$ cat src/rtl/core/vrrq_pkg.sv
// vrrq_pkg: shared types and constants for the variable record ring queue
// no dependencies
`timescale 1ns / 1ps
package vrrq_pkg;
    localparam int HDR_BYTES = 4;
    localparam logic [7:0] PAD_BYTE = 8'hFF;

    typedef enum logic [1:0] {
        ST_OK    = 2'd0,
        ST_EMPTY = 2'd1,
        ST_NOROOM = 2'd2,
        ST_BADLEN = 2'd3
    } t_status;

    typedef enum logic {
        OP_PUSH = 1'b0,
        OP_POP  = 1'b1
    } t_opcode;

    typedef struct packed {
        logic       op;
        logic [6:0] plen;
        logic [7:0] data;
        logic       last;
    } t_word;
endpackage

$ cat src/rtl/core/vrrq_front.sv
// vrrq_front: input word queue between command port and the sequencer
// depends on vrrq_pkg
`timescale 1ns / 1ps
module vrrq_front (
    input  logic            i_clk,
    input  logic            i_rst_n,
    input  logic            i_start,
    input  vrrq_pkg::t_word i_word,
    output logic            o_busy,
    input  logic            i_pop,
    output logic            o_valid,
    output vrrq_pkg::t_word o_word
);
    import vrrq_pkg::*;

    t_word      r_q [2];
    logic [1:0] r_cnt;
    logic       r_rd;
    logic       r_wr;
    logic       w_push;

    assign o_busy  = (r_cnt == 2'd2);
    assign w_push  = i_start && !o_busy;
    assign o_valid = (r_cnt != 2'd0);
    assign o_word  = r_q[r_rd];

    always_ff @(posedge i_clk) begin
        if (!i_rst_n) begin
            r_cnt <= '0;
            r_rd  <= 1'b0;
            r_wr  <= 1'b0;
        end else begin
            if (w_push) r_wr <= ~r_wr;
            if (i_pop && o_valid) r_rd <= ~r_rd;
            r_cnt <= r_cnt + {1'b0, w_push} - {1'b0, i_pop && o_valid};
        end
        if (w_push) r_q[r_wr] <= i_word;
    end
endmodule

$ cat config.mk
export PLATFORM = sky130hd
export DESIGN_NAME = vrrq_front
export DESIGN_NICKNAME = d
export VERILOG_FILES = /design/src/rtl/core/vrrq_pkg.sv /design/src/rtl/core/vrrq_front.sv
export SDC_FILE = /design/constraint.sdc
export NUM_CORES = 1
export LEC_CHECK = 0
export BUFFER_PORTS_ARGS = -buffer_cell sky130_fd_sc_hd__buf_2
export CORE_MARGIN = 2
export CORE_UTILIZATION = 40
export CTS_BUF_LIST = sky130_fd_sc_hd__clkbuf_16
export DETAILED_ROUTE_END_ITERATION = 16
export GPL_TIMING_DRIVEN = 0
export MAX_ROUTING_LAYER = met4
export PLACE_DENSITY_LB_ADDON = 0.3
export SYNTH_ARGS = -nofsm -noshare
export SYNTH_HDL_FRONTEND = slang
export SYNTH_SLANG_ARGS = --single-unit
export TNS_END_PERCENT = 100
$ cat constraint.sdc
create_clock -name i_clk -period 3.24 [get_ports i_clk]
set_clock_uncertainty 0.2 [all_clocks]
set_input_delay 0.162 -clock i_clk [delete_from_list [all_inputs] [get_ports i_clk]]
set_output_delay 0.162 -clock i_clk [all_outputs]
set_load 0.005 [all_outputs]
==> impl_metrics.xml <==
<?xml version="1.0" encoding="UTF-8"?>
<metrics>
  <group name="run_status">
    <metric name="outcome" unit="">complete, no violations</metric>
  </group>
  <group name="pwr">
    <metric name="vdd_drop_max" unit="V">0.000362</metric>
    <metric name="netSwitchingPower" unit="W">0.000365</metric>
    <metric name="power_frac_seq" unit="">0.395</metric>
    <metric name="total_leakage_power" unit="nW">0.873</metric>
    <metric name="p_sw_frac" unit="">0.218</metric>
    <metric name="pwr-share-comb" unit="">0.239</metric>
    <metric name="clkPwrFrac" unit="">0.366</metric>
    <metric name="p_int" unit="W">0.00131</metric>
    <metric name="powerDensity" unit="nW/um^2">778</metric>
  </group>
  <group name="timing">
    <metric name="final-hold-violation-count" unit="">0</metric>
    <metric name="timing.final.setup_violations" unit="">0</metric>
    <metric name="unrepaired_setup_endpoints_after_global_routing" unit="">false</metric>
    <metric name="report.final.slew_viol_count" unit="">0</metric>
    <metric name="worst_pin_slew" unit="ns">0.866</metric>
    <metric name="setup-tns-final" unit="ns">0</metric>
    <metric name="final.setup.worst_slack" unit="ns">1.20</metric>
    <metric name="timing.fmax" unit="MHz">490</metric>
    <metric name="slew-limit-headroom" unit="">0.420</metric>
    <metric name="min_period" unit="ns">2.04</metric>
    <metric name="period_share" unit="">0.630</metric>
  </group>
  <group name="setup_path">
    <metric name="cp_max_fo" unit="">9</metric>
    <metric name="timing_worst_setup_path_type" unit="">flip-flop to flip-flop</metric>
    <metric name="cp.required" unit="ns">3.03</metric>
    <metric name="endpoint_kind" unit="">flip-flop</metric>
    <metric name="critPathArrivalTime" unit="ns">1.82</metric>
    <metric name="startpoint_type" unit="">flip-flop</metric>
  </group>
  <group name="layout">
    <metric name="n_antenna_cell" unit="">0</metric>
    <metric name="fillCellCount" unit="">289</metric>
    <metric name="area_growth_syn_to_layout" unit="%">42.1</metric>
    <metric name="final_area" unit="sq um">2160</metric>
    <metric name="fin_nets" unit="">166</metric>
    <metric name="layout-drive-gt1-share" unit="">0.472</metric>
  </group>
  <group name="place">
    <metric name="dpl-instance-area" unit="sq um">1790</metric>
    <metric name="portBuffers" unit="">39</metric>
    <metric name="half_perimeter_wire_length_of_the_detailed_placement_result" unit="microns">1530</metric>
    <metric name="place_ws" unit="ns">1.16</metric>
    <metric name="place_congestion" unit="">0.745</metric>
  </group>
  <group name="yosys">
    <metric name="mappedNetlistNets" unit="">101</metric>
    <metric name="synth_sequential_area_ratio" unit="">0.738</metric>
    <metric name="largest_family_of_logic_cells_by_synthesized_area" unit="">multiplexers</metric>
    <metric name="syn-instance-count" unit="">78</metric>
    <metric name="synth_top_area_share" unit="">0.672</metric>
    <metric name="synth-simple-area-share" unit="">0.0404</metric>
    <metric name="synth-compound-area-share" unit="">0.00494</metric>
    <metric name="yosys.area_share.adder" unit="">0.0165</metric>
    <metric name="synth_mux_area_frac" unit="">0.157</metric>
    <metric name="ys_ff_latch" unit="">39</metric>
    <metric name="synth_top_cell_by_area" unit="">edfxtp_1</metric>
    <metric name="syn_avg_cell_area" unit="sq um">19.5</metric>
    <metric name="synthDistinctLibCells" unit="">18</metric>
    <metric name="syn-cell-area" unit="sq um">1520</metric>
    <metric name="yosysWarningCount" unit="">0</metric>
    <metric name="ys_top_cells_by_area" unit="">edfxtp_1 (67%), mux2_4 (9.9%), dfxtp_1 (6.6%), mux2_2 (5.2%), xnor2_1 (1.7%)</metric>
    <metric name="synthXorXnorAreaFrac" unit="">0.0173</metric>
  </group>
  <group name="clock_tree">
    <metric name="clock_insertion_delay_worst_skew" unit="ns">0.27</metric>
    <metric name="cts_buffer_depth" unit="">2</metric>
    <metric name="cts_tree" unit="">yes</metric>
    <metric name="tritoncts.num_buffers" unit="">5</metric>
    <metric name="cts.clk_slew.worst_paths" unit="ns">0.05</metric>
    <metric name="postCtsResizedCells" unit="">0</metric>
    <metric name="cts-hold-fix-buffers" unit="">18</metric>
    <metric name="cts.sinks" unit="">39</metric>
    <metric name="cts.repair_timing.setup_buffer_count" unit="">0</metric>
    <metric name="clock_tree.htree_level_count" unit="">2</metric>
    <metric name="clock-root-buffer" unit="">clkbuf_16</metric>
  </group>
  <group name="grt">
    <metric name="grt_max_degree" unit="">18</metric>
    <metric name="grt_usage" unit="">0.119</metric>
    <metric name="first_pass_grt_wire_length" unit="microns">3660</metric>
    <metric name="antenna_found_initial" unit="">0</metric>
    <metric name="first_global_vias" unit="">871</metric>
    <metric name="globalRouteOverflowTotal" unit="">0</metric>
  </group>
  <group name="detailed_routing">
    <metric name="router_iterations_before_antenna_repair" unit="">3</metric>
    <metric name="number_of_vias_after_detailed_routing" unit="">834</metric>
    <metric name="vias_per_cell" unit="">4.34</metric>
    <metric name="drc_errors" unit="">0</metric>
    <metric name="route.detailed.wl_per_inst" unit="microns">11.8</metric>
    <metric name="finalWirelength" unit="microns">2260</metric>
    <metric name="drt-initial-drc-count" unit="">14</metric>
    <metric name="ant_nets_after_route" unit="">0</metric>
  </group>
  <group name="floorplanning">
    <metric name="core.rowCount" unit="">22</metric>
    <metric name="ios" unit="">40</metric>
    <metric name="floorplan.core_area" unit="sq um">3660</metric>
    <metric name="dieArea" unit="sq um">4310</metric>
    <metric name="start_util" unit="">0.415</metric>
    <metric name="die_span_x" unit="microns">65.6</metric>
    <metric name="die_h" unit="microns">65.6</metric>
  </group>
  <group name="min_path">
    <metric name="hp-class" unit="">input port to flip-flop</metric>
  </group>
  <group name="job">
    <metric name="max_cap_viol_count" unit="">0</metric>
  </group>
</metrics>
[sequential cells by signal, summed over array words and instances (netlist names), named ones only]
name / flops
r_wr: 1
r_rd: 1
r_cnt: 2
r_q: 34
[power by group through the flow]
stage / Combinational, W / Clock (W) / Sequential, W
5_1_grt: 0.000444 / 0.000645 / 0.000671
2_1_floorplan: 0.000265 / 0 / 0.000667
3_3_place_gp: 0.000375 / 0 / 0.000670
6_report: 0.000401 / 0.000615 / 0.000663
3_5_place_dp: 0.000393 / 0 / 0.000674
4_1_cts: 0.000411 / 0.000624 / 0.000664
[stage by stage]
step / hold slack, ns / total power [W] / instances / util
2_1_floorplan: 0.0609 / 0.000931 / 78 / -
3_3_place_gp: 0.149 / 0.00105 / 165 / 0.485
3_5_place_dp: 0.153 / 0.00107 / 166 / 0.488
4_1_cts: 0.0412 / 0.00170 / 192 / 0.590
5_1_grt: 0.0737 / 0.00176 / 192 / 0.590
6_report: 0.0452 / 0.00168 / 192 / 0.590
[cells in the final DEF (no fill, tap or decap)]
cell type      count
or2_2              1
o21a_1             1
nand2_1            2
buf_6              2
nor2_1             1
mux2_2             7
buf_12             1
inv_1              2
and3_1             1
dlygate4sd3_1     18
buf_2             39
and2_1             2
nand2b_1           2
clkbuf_16          5
ha_1               2
bufinv_16          2
mux2i_1            1
mux2_4            10
clkinvlp_4         1
xnor2_1            3
nor2b_1            2
dfxtp_1            5
edfxtp_1          34
[final cells by class]
type | instances | area (sq um) | area share
plain buffers | 2 | 31.3 | 0.0145
clock buffers | 5 | 125 | 0.0580
clock inverters | 3 | 67.6 | 0.0313
inverters | 2 | 7.51 | 0.00348
multi-input cells | 35 | 359 | 0.166
flip-flops and latches | 39 | 1120 | 0.519
well taps | 48 | 60.1 | 0.0278
repair buffers | 58 | 387 | 0.179
[path summary, 6_finish.rpt]
path / startpoint / endpoint / slack (ns) / depth (start not counted)
max: r_cnt[0]$_SDFF_PN0_ / r_q[0][11]$_DFFE_PP_ / 1.20 / 4
min: i_start / r_wr$_SDFFE_PN0N_ / 0.05 / 3
max reg2reg: r_cnt[0]$_SDFF_PN0_ / r_q[0][11]$_DFFE_PP_ / 1.20 / 4
min reg2reg: r_wr$_SDFFE_PN0N_ / r_wr$_SDFFE_PN0N_ / 0.29 / 2
[kinds of logic (layout without fill, tap and decap cells)]
| family | count (synthesis) | in the layout |
|---|---|---|
| buffers and inverters | 4 | 70 |
| AO/OA/AOI/OAI | 1 | 1 |
| adder cells (fa/ha/maj) | 2 | 2 |
| AND/OR/NAND/NOR | 11 | 11 |
| XOR/XNOR | 3 | 3 |
| multiplexers | 18 | 18 |
| flip-flops | 39 | 39 |
[worst max-delay path, cell delays in order (launching register included)]
cell and delay, ns:
dfxtp_1 0.36, nand2b_1 0.15, nand2_1 0.12, nor2_1 0.68, buf_6 0.24
[cell usage after synthesis]
master     n
mux2i_1    1
o21a_1     1
nand2_1    2
dfxtp_1    5
edfxtp_1  34
inv_1      2
or2_2      1
and3_1     1
mux2_4    10
buf_12     1
ha_1       2
nor2_1     1
buf_6      1
nand2b_1   2
and2_1     2
mux2_2     7
nor2b_1    2
xnor2_1    3
[routing by layer]
layer | share of wire | vias to the layer above | track usage
met5 | 0 | - | -
met4 | 0.015 | 0 | 0.0703
met1 | 0.42 | 390 | 0.125
li1 | - | 417 | -
met3 | 0.044 | 4 | 0.0325
met2 | 0.52 | 23 | 0.201
Note: power is estimated with default switching activity, not from simulation.
